## src/rtl/core/sipq_pkg.sv

```systemverilog
// Package for the sorted insert priority queue.
// Holds the sizes, the entry type, the status codes, the operation codes and the state encoding.
// Depends on nothing; the interfaces and the top level import it.
`default_nettype none

package sipq_pkg;

	// Built sizes of the queue.
	localparam int DEPTH      = 16;
	localparam int PRIO_BITS  = 8;
	localparam int VALUE_BITS = 16;
	localparam int IDX_W      = $clog2(DEPTH);
	localparam int CAP_W      = 5;

	localparam logic [CAP_W-1:0] DEPTH_CAP = CAP_W'(DEPTH);

	// One stored pair.
	typedef struct packed {
		logic [PRIO_BITS-1:0]  prio;
		logic [VALUE_BITS-1:0] value;
	} entry_t;

	localparam int ENTRY_W = $bits(entry_t);

	// Result status codes.
	typedef enum logic [1:0] {
		ST_OK    = 2'd0,
		ST_FULL  = 2'd1,
		ST_EMPTY = 2'd2
	} status_t;

	// Operation codes of the mode field.
	localparam logic MODE_ADD = 1'b0;
	localparam logic MODE_DEL = 1'b1;

	// Sequencer states.
	typedef enum logic [2:0] {
		S_IDLE,
		S_ADD_CMP,
		S_ADD_FIN,
		S_DEL_DATA,
		S_DONE
	} state_t;

endpackage

`default_nettype wire

```

## src/rtl/core/sipq_if.sv

```systemverilog
// Channel interfaces of the sorted insert priority queue.
// Request, response and configuration channels with valid and ready.
// Depends on sipq_pkg.
`default_nettype none

interface sipq_req_if;
	import sipq_pkg::*;

	logic                  valid;
	logic                  ready;
	logic                  mode;
	logic [PRIO_BITS-1:0]  in_priority;
	logic [VALUE_BITS-1:0] in_value;

	modport source (output valid, mode, in_priority, in_value, input ready);
	modport sink   (input valid, mode, in_priority, in_value, output ready);
endinterface

interface sipq_rsp_if;
	import sipq_pkg::*;

	logic                  valid;
	logic                  ready;
	logic [PRIO_BITS-1:0]  out_priority;
	logic [VALUE_BITS-1:0] out_value;
	logic                  removed;
	status_t               status;
	logic [CAP_W-1:0]      occupancy;

	modport source (output valid, out_priority, out_value, removed, status, occupancy,
		input ready);
	modport sink   (input valid, out_priority, out_value, removed, status, occupancy,
		output ready);
endinterface

interface sipq_cfg_if;
	import sipq_pkg::*;

	logic             valid;
	logic             ready;
	logic [CAP_W-1:0] capacity;

	modport source (output valid, capacity, input ready);
	modport sink   (input valid, capacity, output ready);
endinterface

`default_nettype wire

```

## src/rtl/core/sipq_ram.sv

```systemverilog
// Generic single write port, single read port RAM with registered read data.
// Width and depth are parameters; no package is used.
`default_nettype none

module sipq_ram #(
	parameter int WIDTH = 8,
	parameter int DEPTH = 16
) (
	input  wire logic                     clk,
	input  wire logic                     we,
	input  wire logic [$clog2(DEPTH)-1:0] waddr,
	input  wire logic [WIDTH-1:0]         wdata,
	input  wire logic [$clog2(DEPTH)-1:0] raddr,
	output logic      [WIDTH-1:0]         rdata
);

	logic [WIDTH-1:0] mem_q [DEPTH];

	// Write port and registered read port.
	always_ff @(posedge clk) begin
		if (we) begin
			mem_q[waddr] <= wdata;
		end
		rdata <= mem_q[raddr];
	end

endmodule

`default_nettype wire

```

## src/rtl/core/sorted_insert_priority_queue.sv

```systemverilog
// Top level of the sorted insert priority queue.
// Depends on sipq_pkg, the interfaces in sipq_if and the RAM in sipq_ram.
//
// Usage:
// The req channel carries one word per operation: mode selects add or remove
// head, and in_priority and in_value give the pair to add. The rsp channel
// returns one word per request with the removed pair (zero on an add), the
// removed flag, a status code and the occupancy after the operation. The cfg
// channel writes the capacity (saturated to 1..DEPTH) and empties the queue;
// it is always ready; the user must write it only while the block is idle,
// which the block itself does not enforce. One request is handled at a
// time; req.ready is high only when the sequencer is idle. Refused operations
// and an add to an empty queue go straight to the done state, a remove reads
// its pair in a data state first, and any other add walks the new pair toward
// the head one entry per cycle, limited by the single read port of the entry
// RAM and the one priority comparator. The finished word sits in an output
// register, so a stalled receiver does not hold the next request until a
// second result is ready; then the sequencer waits in its done state.
// Reset clears the pointers, the count and the output valid; capacity
// returns to DEPTH. The RAM contents are undefined but never read unwritten.
`default_nettype none

module sorted_insert_priority_queue (
	input wire logic clk,
	input wire logic arst_n,
	sipq_req_if.sink   req,
	sipq_rsp_if.source rsp,
	sipq_cfg_if.sink   cfg
);
	import sipq_pkg::*;

	// Ring index helpers over the configured capacity.
	function automatic logic [IDX_W-1:0] next_idx(input logic [IDX_W-1:0] idx,
		input logic [CAP_W-1:0] cap);
		logic [CAP_W-1:0] last;
		last = cap - CAP_W'(1);
		return (CAP_W'(idx) == last) ? '0 : idx + IDX_W'(1);
	endfunction

	function automatic logic [IDX_W-1:0] prev_idx(input logic [IDX_W-1:0] idx,
		input logic [CAP_W-1:0] cap);
		logic [CAP_W-1:0] last;
		last = cap - CAP_W'(1);
		return (idx == '0) ? last[IDX_W-1:0] : idx - IDX_W'(1);
	endfunction

	state_t state_q, state_d;

	logic [CAP_W-1:0] cap_q;
	logic [CAP_W-1:0] count_q;
	logic [IDX_W-1:0] head_q;
	logic [IDX_W-1:0] tail_q;
	logic [IDX_W-1:0] walk_q;
	entry_t           new_q;

	// Pending result of the item at work.
	entry_t  res_entry_q;
	logic    res_removed_q;
	status_t res_status_q;

	// Output register.
	logic                  out_valid_q;
	logic [PRIO_BITS-1:0]  out_prio_q;
	logic [VALUE_BITS-1:0] out_value_q;
	logic                  out_removed_q;
	status_t               out_status_q;
	logic [CAP_W-1:0]      out_occ_q;

	// RAM port signals.
	logic             ram_we;
	logic [IDX_W-1:0] ram_waddr;
	entry_t           ram_wdata;
	logic [IDX_W-1:0] ram_raddr;
	entry_t           ram_rdata;

	logic             req_acc;
	logic             cfg_acc;
	logic             is_full;
	logic             is_empty;
	logic [IDX_W-1:0] add_slot;
	logic [IDX_W-1:0] walk_prev;
	logic             move_up;
	logic             out_load;
	entry_t           in_entry;

	sipq_ram #(
		.WIDTH (ENTRY_W),
		.DEPTH (DEPTH)
	) u_store (
		.clk   (clk),
		.we    (ram_we),
		.waddr (ram_waddr),
		.wdata (ram_wdata),
		.raddr (ram_raddr),
		.rdata (ram_rdata)
	);

	// Handshakes and shared decode.
	assign req.ready = (state_q == S_IDLE);
	assign cfg.ready = 1'b1;
	assign req_acc   = req.valid && req.ready;
	assign cfg_acc   = cfg.valid && cfg.ready;
	assign is_full   = (count_q >= cap_q);
	assign is_empty  = (count_q == '0);
	assign add_slot  = next_idx(tail_q, cap_q);
	assign walk_prev = prev_idx(walk_q, cap_q);
	assign move_up   = (ram_rdata.prio < new_q.prio);
	assign out_load  = (state_q == S_DONE) && (!out_valid_q || rsp.ready);
	assign in_entry  = '{prio: req.in_priority, value: req.in_value};

	// Next state of the sequencer.
	always_comb begin
		state_d = state_q;
		unique case (state_q)
			S_IDLE: begin
				if (req_acc) begin
					if (req.mode == MODE_DEL) begin
						state_d = is_empty ? S_DONE : S_DEL_DATA;
					end else if (is_full || is_empty) begin
						state_d = S_DONE;
					end else begin
						state_d = S_ADD_CMP;
					end
				end
			end
			S_ADD_CMP: begin
				if (!move_up) begin
					state_d = S_DONE;
				end else if (walk_prev == head_q) begin
					state_d = S_ADD_FIN;
				end else begin
					state_d = S_ADD_CMP;
				end
			end
			S_ADD_FIN:  state_d = S_DONE;
			S_DEL_DATA: state_d = S_DONE;
			S_DONE: begin
				if (out_load) begin
					state_d = S_IDLE;
				end
			end
			default: state_d = S_IDLE;
		endcase
	end

	// RAM controls for each state.
	always_comb begin
		ram_we    = 1'b0;
		ram_waddr = walk_q;
		ram_wdata = new_q;
		ram_raddr = prev_idx(walk_prev, cap_q);
		unique case (state_q)
			S_IDLE: begin
				if (req.mode == MODE_DEL) begin
					ram_raddr = head_q;
				end else begin
					ram_raddr = prev_idx(add_slot, cap_q);
				end
				// The first pair of an empty queue goes straight to slot zero.
				if (req_acc && req.mode == MODE_ADD && is_empty) begin
					ram_we    = 1'b1;
					ram_waddr = '0;
					ram_wdata = in_entry;
				end
			end
			S_ADD_CMP: begin
				ram_we    = 1'b1;
				ram_wdata = move_up ? ram_rdata : new_q;
			end
			S_ADD_FIN: begin
				ram_we = 1'b1;
			end
			S_DEL_DATA, S_DONE: begin
				ram_we = 1'b0;
			end
			default: ram_we = 1'b0;
		endcase
	end

	// Sequencer, queue pointers and pending result.
	always_ff @(posedge clk or negedge arst_n) begin
		if (!arst_n) begin
			state_q       <= S_IDLE;
			cap_q         <= DEPTH_CAP;
			count_q       <= '0;
			head_q        <= '0;
			tail_q        <= '0;
			res_removed_q <= 1'b0;
			res_status_q  <= ST_OK;
		end else begin
			state_q <= state_d;
			if (cfg_acc) begin
				if (cfg.capacity == '0) begin
					cap_q <= CAP_W'(1);
				end else if (cfg.capacity > DEPTH_CAP) begin
					cap_q <= DEPTH_CAP;
				end else begin
					cap_q <= cfg.capacity;
				end
				count_q <= '0;
				head_q  <= '0;
				tail_q  <= '0;
			end else if (req_acc) begin
				res_removed_q <= 1'b0;
				res_status_q  <= ST_OK;
				if (req.mode == MODE_ADD) begin
					if (is_full) begin
						res_status_q <= ST_FULL;
					end else if (is_empty) begin
						head_q  <= '0;
						tail_q  <= '0;
						count_q <= CAP_W'(1);
					end else begin
						tail_q  <= add_slot;
						count_q <= count_q + CAP_W'(1);
					end
				end else begin
					if (is_empty) begin
						res_status_q <= ST_EMPTY;
					end else begin
						res_removed_q <= 1'b1;
						count_q       <= count_q - CAP_W'(1);
						// The queue returns to slot zero once it runs empty.
						if (count_q == CAP_W'(1)) begin
							head_q <= '0;
							tail_q <= '0;
						end else begin
							head_q <= next_idx(head_q, cap_q);
						end
					end
				end
			end
		end
	end

	// Walk position, the pair being placed and the removed pair.
	always_ff @(posedge clk) begin
		if (req_acc) begin
			new_q       <= in_entry;
			walk_q      <= add_slot;
			res_entry_q <= '0;
		end else if (state_q == S_ADD_CMP && move_up) begin
			walk_q <= walk_prev;
		end else if (state_q == S_DEL_DATA) begin
			res_entry_q <= ram_rdata;
		end
	end

	// Output register valid, freed when the receiver takes the word.
	always_ff @(posedge clk or negedge arst_n) begin
		if (!arst_n) begin
			out_valid_q <= 1'b0;
		end else if (out_load) begin
			out_valid_q <= 1'b1;
		end else if (rsp.ready) begin
			out_valid_q <= 1'b0;
		end
	end

	// Output register payload.
	always_ff @(posedge clk) begin
		if (out_load) begin
			out_prio_q    <= res_entry_q.prio;
			out_value_q   <= res_entry_q.value;
			out_removed_q <= res_removed_q;
			out_status_q  <= res_status_q;
			out_occ_q     <= count_q;
		end
	end

	assign rsp.valid        = out_valid_q;
	assign rsp.out_priority = out_prio_q;
	assign rsp.out_value    = out_value_q;
	assign rsp.removed      = out_removed_q;
	assign rsp.status       = out_status_q;
	assign rsp.occupancy    = out_occ_q;

	// The count never passes the configured capacity.
	a_count_cap: assert property (@(posedge clk) disable iff (!arst_n)
		count_q <= cap_q)
		else $error("entry count above capacity");

	// An empty queue always has both pointers at slot zero.
	a_empty_ptrs: assert property (@(posedge clk) disable iff (!arst_n)
		(count_q == '0) |-> (head_q == '0 && tail_q == '0))
		else $error("empty queue with pointers off slot zero");

	// An accepted add into a queue with room grows the count by one.
	a_add_grows: assert property (@(posedge clk) disable iff (!arst_n)
		(req_acc && req.mode == MODE_ADD && !is_full)
		|=> (count_q == $past(count_q) + CAP_W'(1)))
		else $error("add did not grow the count");

	// A word that carries a removed pair reports success.
	a_removed_ok: assert property (@(posedge clk) disable iff (!arst_n)
		(rsp.valid && rsp.removed) |-> (rsp.status == ST_OK))
		else $error("removed pair with failure status");

endmodule

`default_nettype wire
```

## src/flat_wrapper.sv

```systemverilog
// flat-port wrapper written by rule: the top's interface ports become plain ports
module sorted_insert_priority_queue_flat import sipq_pkg::*;
  (clk, arst_n, req_valid, req_mode, req_in_priority, req_in_value, req_ready, rsp_valid, rsp_out_priority, rsp_out_value, rsp_removed, rsp_status, rsp_occupancy, rsp_ready, cfg_valid, cfg_capacity, cfg_ready);
  sipq_req_if req_i ();
  sipq_rsp_if rsp_i ();
  sipq_cfg_if cfg_i ();
  input wire logic clk;
  input wire logic arst_n;
  input wire logic [$bits(req_i.valid)-1:0] req_valid;
  input wire logic [$bits(req_i.mode)-1:0] req_mode;
  input wire logic [$bits(req_i.in_priority)-1:0] req_in_priority;
  input wire logic [$bits(req_i.in_value)-1:0] req_in_value;
  output wire logic [$bits(req_i.ready)-1:0] req_ready;
  output wire logic [$bits(rsp_i.valid)-1:0] rsp_valid;
  output wire logic [$bits(rsp_i.out_priority)-1:0] rsp_out_priority;
  output wire logic [$bits(rsp_i.out_value)-1:0] rsp_out_value;
  output wire logic [$bits(rsp_i.removed)-1:0] rsp_removed;
  output wire logic [$bits(rsp_i.status)-1:0] rsp_status;
  output wire logic [$bits(rsp_i.occupancy)-1:0] rsp_occupancy;
  input wire logic [$bits(rsp_i.ready)-1:0] rsp_ready;
  input wire logic [$bits(cfg_i.valid)-1:0] cfg_valid;
  input wire logic [$bits(cfg_i.capacity)-1:0] cfg_capacity;
  output wire logic [$bits(cfg_i.ready)-1:0] cfg_ready;
  assign req_i.valid = req_valid;
  assign req_i.mode = req_mode;
  assign req_i.in_priority = req_in_priority;
  assign req_i.in_value = req_in_value;
  assign req_ready = req_i.ready;
  assign rsp_valid = rsp_i.valid;
  assign rsp_out_priority = rsp_i.out_priority;
  assign rsp_out_value = rsp_i.out_value;
  assign rsp_removed = rsp_i.removed;
  assign rsp_status = rsp_i.status;
  assign rsp_occupancy = rsp_i.occupancy;
  assign rsp_i.ready = rsp_ready;
  assign cfg_i.valid = cfg_valid;
  assign cfg_i.capacity = cfg_capacity;
  assign cfg_ready = cfg_i.ready;
  sorted_insert_priority_queue u_core (.clk(clk), .arst_n(arst_n), .req(req_i), .rsp(rsp_i), .cfg(cfg_i));
endmodule
```

## config.mk

```make
export PLATFORM = sky130hd
export DESIGN_NAME = sorted_insert_priority_queue_flat
export DESIGN_NICKNAME = d
export VERILOG_FILES = /design/src/rtl/core/sipq_pkg.sv /design/src/rtl/core/sipq_if.sv /design/src/rtl/core/sipq_ram.sv /design/src/rtl/core/sorted_insert_priority_queue.sv /design/src/flat_wrapper.sv
export SDC_FILE = /design/constraint.sdc
export NUM_CORES = 1
export LEC_CHECK = 0
export ABC_AREA = 1
export BUFFER_PORTS_ARGS = -buffer_cell sky130_fd_sc_hd__buf_2
export CORE_MARGIN = 5
export CORE_UTILIZATION = 40
export CTS_CLUSTER_DIAMETER = 100
export CTS_CLUSTER_SIZE = 24
export DETAILED_ROUTE_END_ITERATION = 8
export PLACE_DENSITY = 0.6
export REMOVE_ABC_BUFFERS = 1
export SLEW_MARGIN = 30
export SYNTH_ARGS = -nofsm -noshare
export SYNTH_HDL_FRONTEND = slang
export SYNTH_SLANG_ARGS = --single-unit
```

## constraint.sdc

```tcl
create_clock -name clk -period 5.63 [get_ports clk]
set_input_delay 0.563 -clock clk [delete_from_list [all_inputs] [get_ports clk]]
set_output_delay 0.563 -clock clk [all_outputs]
set_load 0.03 [all_outputs]
```

* After elaboration in Yosys (flattened, before gate mapping)
Memories as Yosys holds them, arrays and structs flattened. A register that Yosys moved wholly into a read port is not among the register bits.
Index checks and enable logic that the tools add are counted.
** Storage, ports and cells
- Bits in registers :: 109
- RAM bits :: 384
- Word-level logic and storage cells :: 127
- Input bits :: 35
- Output and inout bits :: 35
- Memories kept :: 1
** Cells by class
- Reduce and logical (&&, ||, !) cells :: 26
- Bitwise operators :: 3
- Equality and inequality tests :: 13
- Mux-type cells :: 55
- Magnitude comparators :: 3
- $add $sub $neg :: 8
** Memory list
- u_core.u_store.mem_q :: words 16, bits a word 24, read ports 1, clocked after Yosys merged registers in 1, write ports 1, RTL line sipq_ram.sv:17 : logic [WIDTH-1:0] mem_q [DEPTH];
** Operators by type and width (number)
- 4-bit 2-to-1 mux :: 25
- 24-bit 2-to-1 mux :: 2
- 24-bit case mux with 2 select lines :: 1
- 5-bit 2-to-1 mux :: 8
- 3-bit 2-to-1 mux :: 6
- 4-bit zero test :: 3
- 3-bit case mux with 4 select lines :: 1
- 4-bit by 1-bit subtractor with 4-bit output (second input constant) :: 3
- 4-bit by 5-bit equality test with 1-bit output :: 2
- 5-bit zero test :: 2
- 5-bit by 1-bit subtractor with 5-bit output (second input constant) :: 2
- 4-bit by 1-bit adder with 4-bit output (second input constant) :: 2
- 8-bit less-than comparator :: 1
- 1-bit 2-to-1 mux :: 8
- 4-bit AND reduction :: 2
- 3-bit by 2-bit equality test with 1-bit output (second input constant) :: 2
- 2-bit 2-to-1 mux :: 3
- 3-bit inequality test (second input constant) :: 2
- 2-bit AND reduction :: 3
- 2-bit nonzero test :: 3
- 5-bit by 1-bit adder with 5-bit output (second input constant) :: 1
- 5-bit by 1-bit equality test with 1-bit output (second input constant) :: 1
- 5-bit >= comparator :: 1
- 5-bit > comparator (second input constant) :: 1
- 15 further kinds :: 23

* Logic depth before layout (Yosys ltp)
Gate-level depths: netlist (run 1).
- Word-level depth :: 8
- Depth in mapped cells :: 24
- Depth with buffers taken out :: 22

* Cells and area by module
From an unflattened synthesis (run 1), not the netlist that was laid out.
** Unflattened totals
- Cell total of the unflattened synthesis :: 2296
- Area total of the unflattened synthesis :: 22960.8 sq um
** Modules (own cells, without submodules)
- sipq_ram :: times used 1, sequential area each 12011.5 sq um, area an instance 16955.0 sq um, cells an instance 1597
- sorted_insert_priority_queue :: times used 1, sequential area each 2909.0 sq um, area an instance 6005.8 sq um, cells an instance 699

* Worst setup path after synthesis (run 1)
Ideal clock, no wire load.
- Path type :: reg-to-reg
- Start :: reg u_core.state_q[2]
- End :: mem u_core.u_store.mem_q[7][0] (netlist bit) (enable)
- Setup time :: 466 ps
- Data arrival time :: 4225 ps
- Required time :: 5164 ps
- Buffers on the path :: 1
- Cell stages (with the launch flop) :: 9
- Clock period less this slack :: 4691 ps
- Slack :: 939 ps
- Cells stage by stage :: dfrtp_1 > nor2_1 > inv_1 > nor2_1 > nand2_1 > clkbuf_1 > nor3_1 > nor2_1 > nor4_1
** Between the ends
- Word-level cells in the longest chain between the ends :: 8
- Elaborated cells on any way between the ends :: 13
- Classes of those cells :: 2 x eq/ne; 6 x mux; 5 x reduce/logical
** RTL lines
- start, declared :: RTL line sorted_insert_priority_queue.sv:47 : state_t state_q, state_d;
- start signal, assigned :: RTL line sorted_insert_priority_queue.sv:191 : state_q <= state_d;
- 3-bit zero test (*) :: RTL line sorted_insert_priority_queue.sv:99 : assign req.ready = (state_q == S_IDLE);
- via req_ready :: RTL line flat_wrapper.sv:13 : output wire logic [$bits(req_i.ready)-1:0] req_ready;
- 1-bit logical AND :: RTL line sorted_insert_priority_queue.sv:101 : assign req_acc = req.valid && req.ready;
- 1-bit logical AND (2 in a row) :: RTL line sorted_insert_priority_queue.sv:160 : if (req_acc && req.mode == MODE_ADD && is_empty) begin
- 1-bit 2-to-1 mux :: RTL line sorted_insert_priority_queue.sv:160
- 1-bit case mux with 2 select lines :: RTL line sorted_insert_priority_queue.sv:152 : unique case (state_q)
- 1-bit 2-to-1 mux :: RTL line sipq_ram.sv:21 : if (we) begin
- 1-bit 2-to-1 mux (implied by the code) :: RTL line sipq_ram.sv:22 : mem_q[waddr] <= wdata;
- end, declared :: RTL line sipq_ram.sv:17
Mark *: on every way through the listed nets, which the timed path passes. The rest lies on a longest branch.

* Worst setup path after layout (run 1)
- Start :: reg u_core.cap_q[0]
- End :: reg u_core.u_store.rdata[0], read port of u_core.u_store.mem_q
** Between the ends
- Word-level cells in the longest chain between the ends :: 7
- Elaborated cells on any way between the ends :: 12
- Classes of those cells :: 3 x add/sub; 1 x eq/ne; 6 x mux; 2 x reduce/logical
** RTL lines
- start, declared :: RTL line sorted_insert_priority_queue.sv:49 : logic [CAP_W-1:0] cap_q;
- start signal, assigned :: RTL line sorted_insert_priority_queue.sv:198 : cap_q <= cfg.capacity;
- 5-bit by 1-bit subtractor with 5-bit output (*) :: RTL line sorted_insert_priority_queue.sv:36 : last = cap - CAP_W'(1);
- 4-bit by 5-bit equality test with 1-bit output :: RTL line sorted_insert_priority_queue.sv:37 : return (CAP_W'(idx) == last) ? '0 : idx + IDX_W'(1);
- 4-bit 2-to-1 mux :: RTL line sorted_insert_priority_queue.sv:37
- 4-bit by 1-bit subtractor with 4-bit output / 4-bit zero test (equally long branches) :: RTL line sorted_insert_priority_queue.sv:44 : return (idx == '0) ? last[IDX_W-1:0] : idx - IDX_W'(1);
- 4-bit 2-to-1 mux :: RTL line sorted_insert_priority_queue.sv:44
- 4-bit 2-to-1 mux :: RTL line sorted_insert_priority_queue.sv:154 : if (req.mode == MODE_DEL) begin
- 4-bit 2-to-1 mux (*) :: RTL line sorted_insert_priority_queue.sv:152
- end, declared :: RTL line sipq_ram.sv:14 : output logic [WIDTH-1:0] rdata
Every way passes the cells marked *; elsewhere a longest branch is shown, timed or not.
A chain may end at the register's enable or synchronous reset.

==> flow_metrics.tcl, run 1 <==
set metrics [dict create \
    grt_max_degree 193 \
    cp.required_ns 6.13 \
    grt_pass1_wl_microns 92300 \
    wire_per_inst_microns 20.0 \
    synth.distinct_cells 44 \
    max_slew_margin 0.328 \
    antenna_found_initial 0 \
    ys_seq_area_frac 0.651 \
    cts_sinks 517 \
    track_usage 0.189 \
    vias 16000 \
    cp_max_fo 192 \
    overflow 0 \
    portBuffers 68 \
    cts_tree "done" \
    ctsLongestPathBuffers 3 \
    start_util 0.405 \
    syn_area_per_cell_sq_um 10.3 \
    clk-insertion-delay-late_ns 0.60 \
    cts_inserted_buffers 26 \
    fp.coreArea_sq_um 56600 \
    synth-async-reset-ratio 0.0484 \
    layout.nets 2321 \
    syn2layout_area_growth_pct 9.97 \
    ys_warn_count 0 \
    htree_levels 1 \
    synth_edf_count 444 \
    die_y_microns 249 \
    period_minus_slack_ns 4.38 \
    grt_setup_unrepaired "false" \
    via_per_inst 5.26 \
    routabilityCongestion 0.801 \
    dieArea_sq_um 62200 \
    layout_setup_ws_ns 1.25 \
    num_rows 87 \
    synth_cells 2221 \
    final_util 0.445 \
    min_path_type "input pin to flip-flop" \
    slew_viol_final 0 \
    dpl.hpwl_microns 34000 \
    cts_root_buffer "clkbuf_16" \
    crit_type "flip-flop to flip-flop" \
    grt_pass1_vias 15100 \
    crit_path_end_kind "flip-flop" \
    hold_violations 0 \
    ant_nets 0 \
    drc 0 \
    clk_pin_slew_ns 0.10 \
    pre_cts_slack_ns 1.31 \
    io_pins 70 \
    whs_ns 0.147 \
    fill_cells 5315 \
    syn_area_sq_um 22900 \
    multi_input_area_sq_um 6370 \
    die_w_microns 249 \
    worstPathArrival_ns 4.88 \
    fmax_ghz 0.228 \
    cts_resized 0 \
    worst_slew_pin_slew_ns 1.01 \
    setup_viol 0 \
    synth-main-ff-cell "edfxtp_1" \
    status "complete, no violations" \
    seq_area_sq_um 14900 \
    drive_above_1_share 0.0937 \
    start_kind "flip-flop" \
    drv_cap 0 \
    drtPass1Iterations 5 \
    antennaDiodeCount 0 \
    wl_microns 60900 \
    ys_seq_elements 517 \
    totalNegativeSetupSlack_ns 0 \
    reg2reg_slack_ns 1.25 \
    min_period_over_period 0.778 \
    skew_ns 0.0232 \
    drtIter0Drc 1675 \
]
[per-layer routing]
metal	part of all wire	routed length, microns	GRT usage
met1	0.44	27000	0.271
met2	0.47	28800	0.318
met3	0.066	4040	0.0191
met4	0.017	1050	0.0339
met5	0	0	0
[layout make-up]
type	count	share of cell area
Clock buffer	44	0.0285
Clock inverter	4	0.00218
Inverter	332	0.0494
Multi-Input combinational cell	1250	0.253
Sequential cell	517	0.592
Tap cell	756	0.0375
Timing Repair Buffer	136	0.0377
[worst paths after layout]
kind,startpoint,to,depth (start not counted)
max in group asynchronous,arst_n,u_core.cap_q[1],2
min,req_in_value[11],u_core.new_q[11],1
min in group asynchronous,arst_n,u_core.rsp.valid,2
max,u_core.cap_q[0],u_core.u_store.rdata[0],21
max reg2reg,u_core.cap_q[0],u_core.u_store.rdata[0],21
min reg2reg,u_core.res_entry_q[13],u_core.rsp.out_value[13],0
[sequential cells by signal, summed over array words and instances (netlist names)]
signal	flops
u_core.cap_q	5
u_core.count_q	5
u_core.head_q	4
u_core.new_q	24
u_core.res_entry_q	24
u_core.res_removed_q	1
u_core.res_status_q	2
u_core.rsp.occupancy	5
u_core.rsp.out_priority	8
u_core.rsp.out_value	16
u_core.rsp.removed	1
u_core.rsp.status	2
u_core.rsp.valid	1
u_core.state_q	3
u_core.tail_q	4
u_core.u_store.mem_q	384
u_core.u_store.rdata	24
u_core.walk_q	4
[per-stage QoR]
step | area, sq um | cells
floorplan | 22300 | 2099
global placement | 24200 | 2964
detailed placement | 24400 | 2983
CTS | 25200 | 3032
global route | 25200 | 3039
finish | 25200 | 3039
[synth_stat cells (9+ instances only)]
cell type | count | area, sq um
a21oi_1 | 66 | 330
buf_2 | 75 | 375
buf_4 | 9 | 67.6
clkbuf_1 | 36 | 135
dfrtp_1 | 24 | 601
dfxtp_1 | 48 | 961
edfxtp_1 | 444 | 13300
ha_1 | 23 | 288
inv_1 | 326 | 1220
nand2_1 | 457 | 1720
nand3_1 | 462 | 2310
nand3b_1 | 48 | 360
nor2_1 | 45 | 169
o211ai_1 | 24 | 180
o21ai_0 | 48 | 240
xor2_1 | 12 | 105
[logic make-up (layout without fill, tap and decap cells)]
| logic type | after synthesis | in the layout | share of synthesized area |
|---|---|---|---|
| AOI/OAI and AO/OA | 177 | 177 | 0.0462 |
| xor gates and xnor gates | 13 | 13 | 0.00497 |
| adders and majority gates | 23 | 23 | 0.0126 |
| buffers and inverters | 454 | 516 | 0.0799 |
| DFF | 517 | 517 | 0.651 |
| other | 1 | 1 | 0.000164 |
| and+or+nand+nor | 1036 | 1036 | 0.205 |
[layout by cell type (no fill, tap or decap), types with 8 or more instances in the layout]
cell type and count:
a21oi_1 66, buf_12 8, buf_2 77, buf_4 45
clkbuf_1 18, clkbuf_16 26, dfrtp_1 24, dfxtp_1 48
edfxtp_1 444, ha_1 23, inv_1 324, nand2_1 454
nand3_1 462, nand3b_1 48, nor2_1 29, nor2_4 15
o211ai_1 24, o21ai_0 48, xor2_1 12
[worst max-delay path, stage by stage, from the launching register on]
cell      delay, ns
dfrtp_1        0.53
inv_2          0.12
ha_1           0.42
inv_1          0.09
nand2_1        0.06
nand2_1        0.04
nor2_1         0.08
nand2_1        0.07
nor2_2         0.11
nand2_2        0.12
nand2_1        0.18
ha_1           0.29
inv_1          0.09
o311ai_0       0.41
nand3_1        0.19
nand2_4        0.13
buf_12         0.65
nand3_1        0.17
nand3_1        0.14
nand3_1        0.07
nand3_1        0.12
nand2_1        0.07
[timing repair]
action | CTS | global route
hold buffers | 1 | 0
hold endpoints to repair | 24 | 0
buffers inserted | 0 | 0
Power of run 1 is not shown: default switching activity piles up to over one toggle a cycle in this logic, so the estimate is an artifact.
==> inputs of run 2 (changes only) <==
--- a/config.mk
+++ b/config.mk
@@ -12,7 +12,7 @@
 export CTS_CLUSTER_DIAMETER = 100
 export CTS_CLUSTER_SIZE = 24
 export DETAILED_ROUTE_END_ITERATION = 8
-export PLACE_DENSITY = 0.6
+export PLACE_DENSITY = 0.62
 export REMOVE_ABC_BUFFERS = 1
 export SLEW_MARGIN = 30
 export SYNTH_ARGS = -nofsm -noshare
==> constraint.sdc (replaced) <==
create_clock -name clk -period 3.7 [get_ports clk]
set_input_delay 0.37 -clock clk [delete_from_list [all_inputs] [get_ports clk]]
set_output_delay 0.37 -clock clk [all_outputs]
set_load 0.03 [all_outputs]
==> run 2 against run 1 <==
Compared with the run above: first-iteration DRC count decreased by 5.0%; global-route usage decreased by 0.21 points; setup slack worse by 0.97 ns; cell count increased by 1.9%; sequential cell count unchanged; clock skew fell by 0.0028 ns; routed wire length rose by 3.3%; core utilization is 1.8 points higher.
==> flow_metrics.tcl, run 2 (synthesis results as in run 1) <==
set metrics [dict create \
    worst_slew_pin_slew_ns 0.893 \
    drv_cap 0 \
    crit_type "flip-flop to flip-flop" \
    track_usage 0.187 \
    num_rows 87 \
    reg2reg_slack_ns 0.28 \
    holdPathStages 3 \
    status "complete, no violations" \
    grt_pass1_wl_microns 91400 \
    cp.required_ns 4.18 \
    start_kind "flip-flop" \
    skew_ns 0.0205 \
    slew_viol_final 0 \
    final_cell_mix "462 x nand3_1, 455 x nand2_1, 444 x edfxtp_1, 323 x inv_1, 70 x buf_2" \
    max_slew_margin 0.404 \
    grt_pass1_vias 15200 \
    largest_register "u_core.u_store.mem_q" \
    clk_pin_slew_ns 0.10 \
    cts_sinks 517 \
    placed_area_sq_um 24800 \
    totalNegativeSetupSlack_ns 0 \
    cp_max_fo 24 \
    met2RoutedLength_microns 29300 \
    period_minus_slack_ns 3.42 \
    wl_met1_microns 27200 \
    layout_commonest_cell "nand3_1" \
    dpl.hpwl_microns 33300 \
    io_pins 70 \
    largest_register_ffs 384 \
    syn2layout_area_growth_pct 14.4 \
    die_w_microns 249 \
    wl_microns 62900 \
    drtIter0Drc 1591 \
    layout.nets 2381 \
    htree_levels 1 \
    grt_max_degree 145 \
    drive_above_1_share 0.106 \
    min_path_type "input pin to flip-flop" \
    cpMaxStageDelayCell "dfrtp_1" \
    pre_cts_slack_ns 0.0454 \
    cts_root_buffer "clkbuf_16" \
    dieArea_sq_um 62200 \
    cp.depth 20 \
    min_period_over_period 0.923 \
    cts_inserted_buffers 25 \
    fill_cells 5241 \
    wire_per_inst_microns 20.3 \
    die_y_microns 249 \
    path_cells "inv_2 -> ha_2 -> nand2_1 -> o21ai_0 -> nand2_1 -> nor2_2 -> a21oi_1 -> inv_1 -> ha_4 -> inv_1 -> o311ai_1 -> nand3_1 -> nand2_4 -> buf_16 -> clkbuf_16 -> nand3b_1 -> nand3_1 -> nand3_1 -> nand3_1 -> nand2_1" \
    vias 16400 \
    layout_setup_ws_ns 0.284 \
    worstPathArrival_ns 3.90 \
    crit_path_end_kind "flip-flop" \
    dr.max_layer_used "met4" \
    routabilityCongestion 0.857 \
    crit_family "simple AND/OR/NAND/NOR gates" \
    fmax_ghz 0.293 \
    cts_tree "done" \
    ant_nets 0 \
    stdcell_area_sq_um 26200 \
    drc 0 \
    whs_ns 0.0469 \
    fp.coreArea_sq_um 56600 \
    portBuffers 68 \
    clk-insertion-delay-late_ns 0.61 \
    start_util 0.405 \
    wl_met3_microns 4800 \
    reg2regPathDepth 20 \
    antennaDiodeCount 0 \
    cp_common_cell "nand3_1" \
    drtPass1Iterations 5 \
    ctsLongestPathBuffers 3 \
    crit_buf_inv 5 \
    via_per_inst 5.29 \
    hold_violations 0 \
    slowest_delay_ns 0.40 \
    overflow 0 \
    setup_viol 0 \
    antenna_found_initial 0 \
]
## run 2: changes by cell type in the layout (fill, tap and decap cells not counted), sizes merged
cell / before / now
dlygate4sd3: 1 / 26
inv: 334 / 332
clkinv: 2 / 3
nand2: 461 / 462
buf: 131 / 161
clkbuf: 48 / 52
## run 2: repair_timing
item                                   in CTS  in global routing
endpoints found under the hold margin      49                  0
setup endpoints to repair                   0                 24
setup buffers                               0                  6
hold buffers                               26                  0
gates resized for setup                     0                 20
## run 2: final timing paths
check,from,to
max in group asynchronous,arst_n,u_core.head_q[0]
worst max-delay path,u_core.cap_q[0],u_core.u_store.rdata[22]
worst max register to register,u_core.cap_q[0],u_core.u_store.rdata[22]
worst min register to register,u_core.res_entry_q[13],u_core.rsp.out_value[13]
min in group asynchronous,arst_n,u_core.count_q[2]
worst min-delay path,cfg_capacity[2],u_core.cap_q[2]
## run 2: area by class of cell
type                    count  area (sq um)  share of cell area
clock buffers              43           703              0.0268
repair buffers            196          1980              0.0756
well taps                 756           946              0.0361
inverters                 332          1250              0.0475
flip-flops and latches    517         14900               0.569
clock inverters             3          31.3             0.00119
multi-input cells        1251          6380               0.244
## run 2: metal layers
layer | up-vias | global-route usage
met1 | 7967 | 0.268
met4 | 0 | 0.0425
met3 | 98 | 0.0238
met2 | 630 | 0.306
met5 | - | 0
li1 | 7704 | -
## run 2: tightest hold or removal path: stages
cell,delay [ns]
buf_2,0.09
inv_1,0.06
o22ai_1,0.07
## run 2: metrics by stage
stage,instances,util
4_1_cts,3079,0.457
3_3_place_gp,3005,0.439
3_5_place_dp,3007,0.439
6_report,3098,0.463
5_1_grt,3098,0.463
2_1_floorplan,2099,-
Power of run 2 is left out for the same reason.
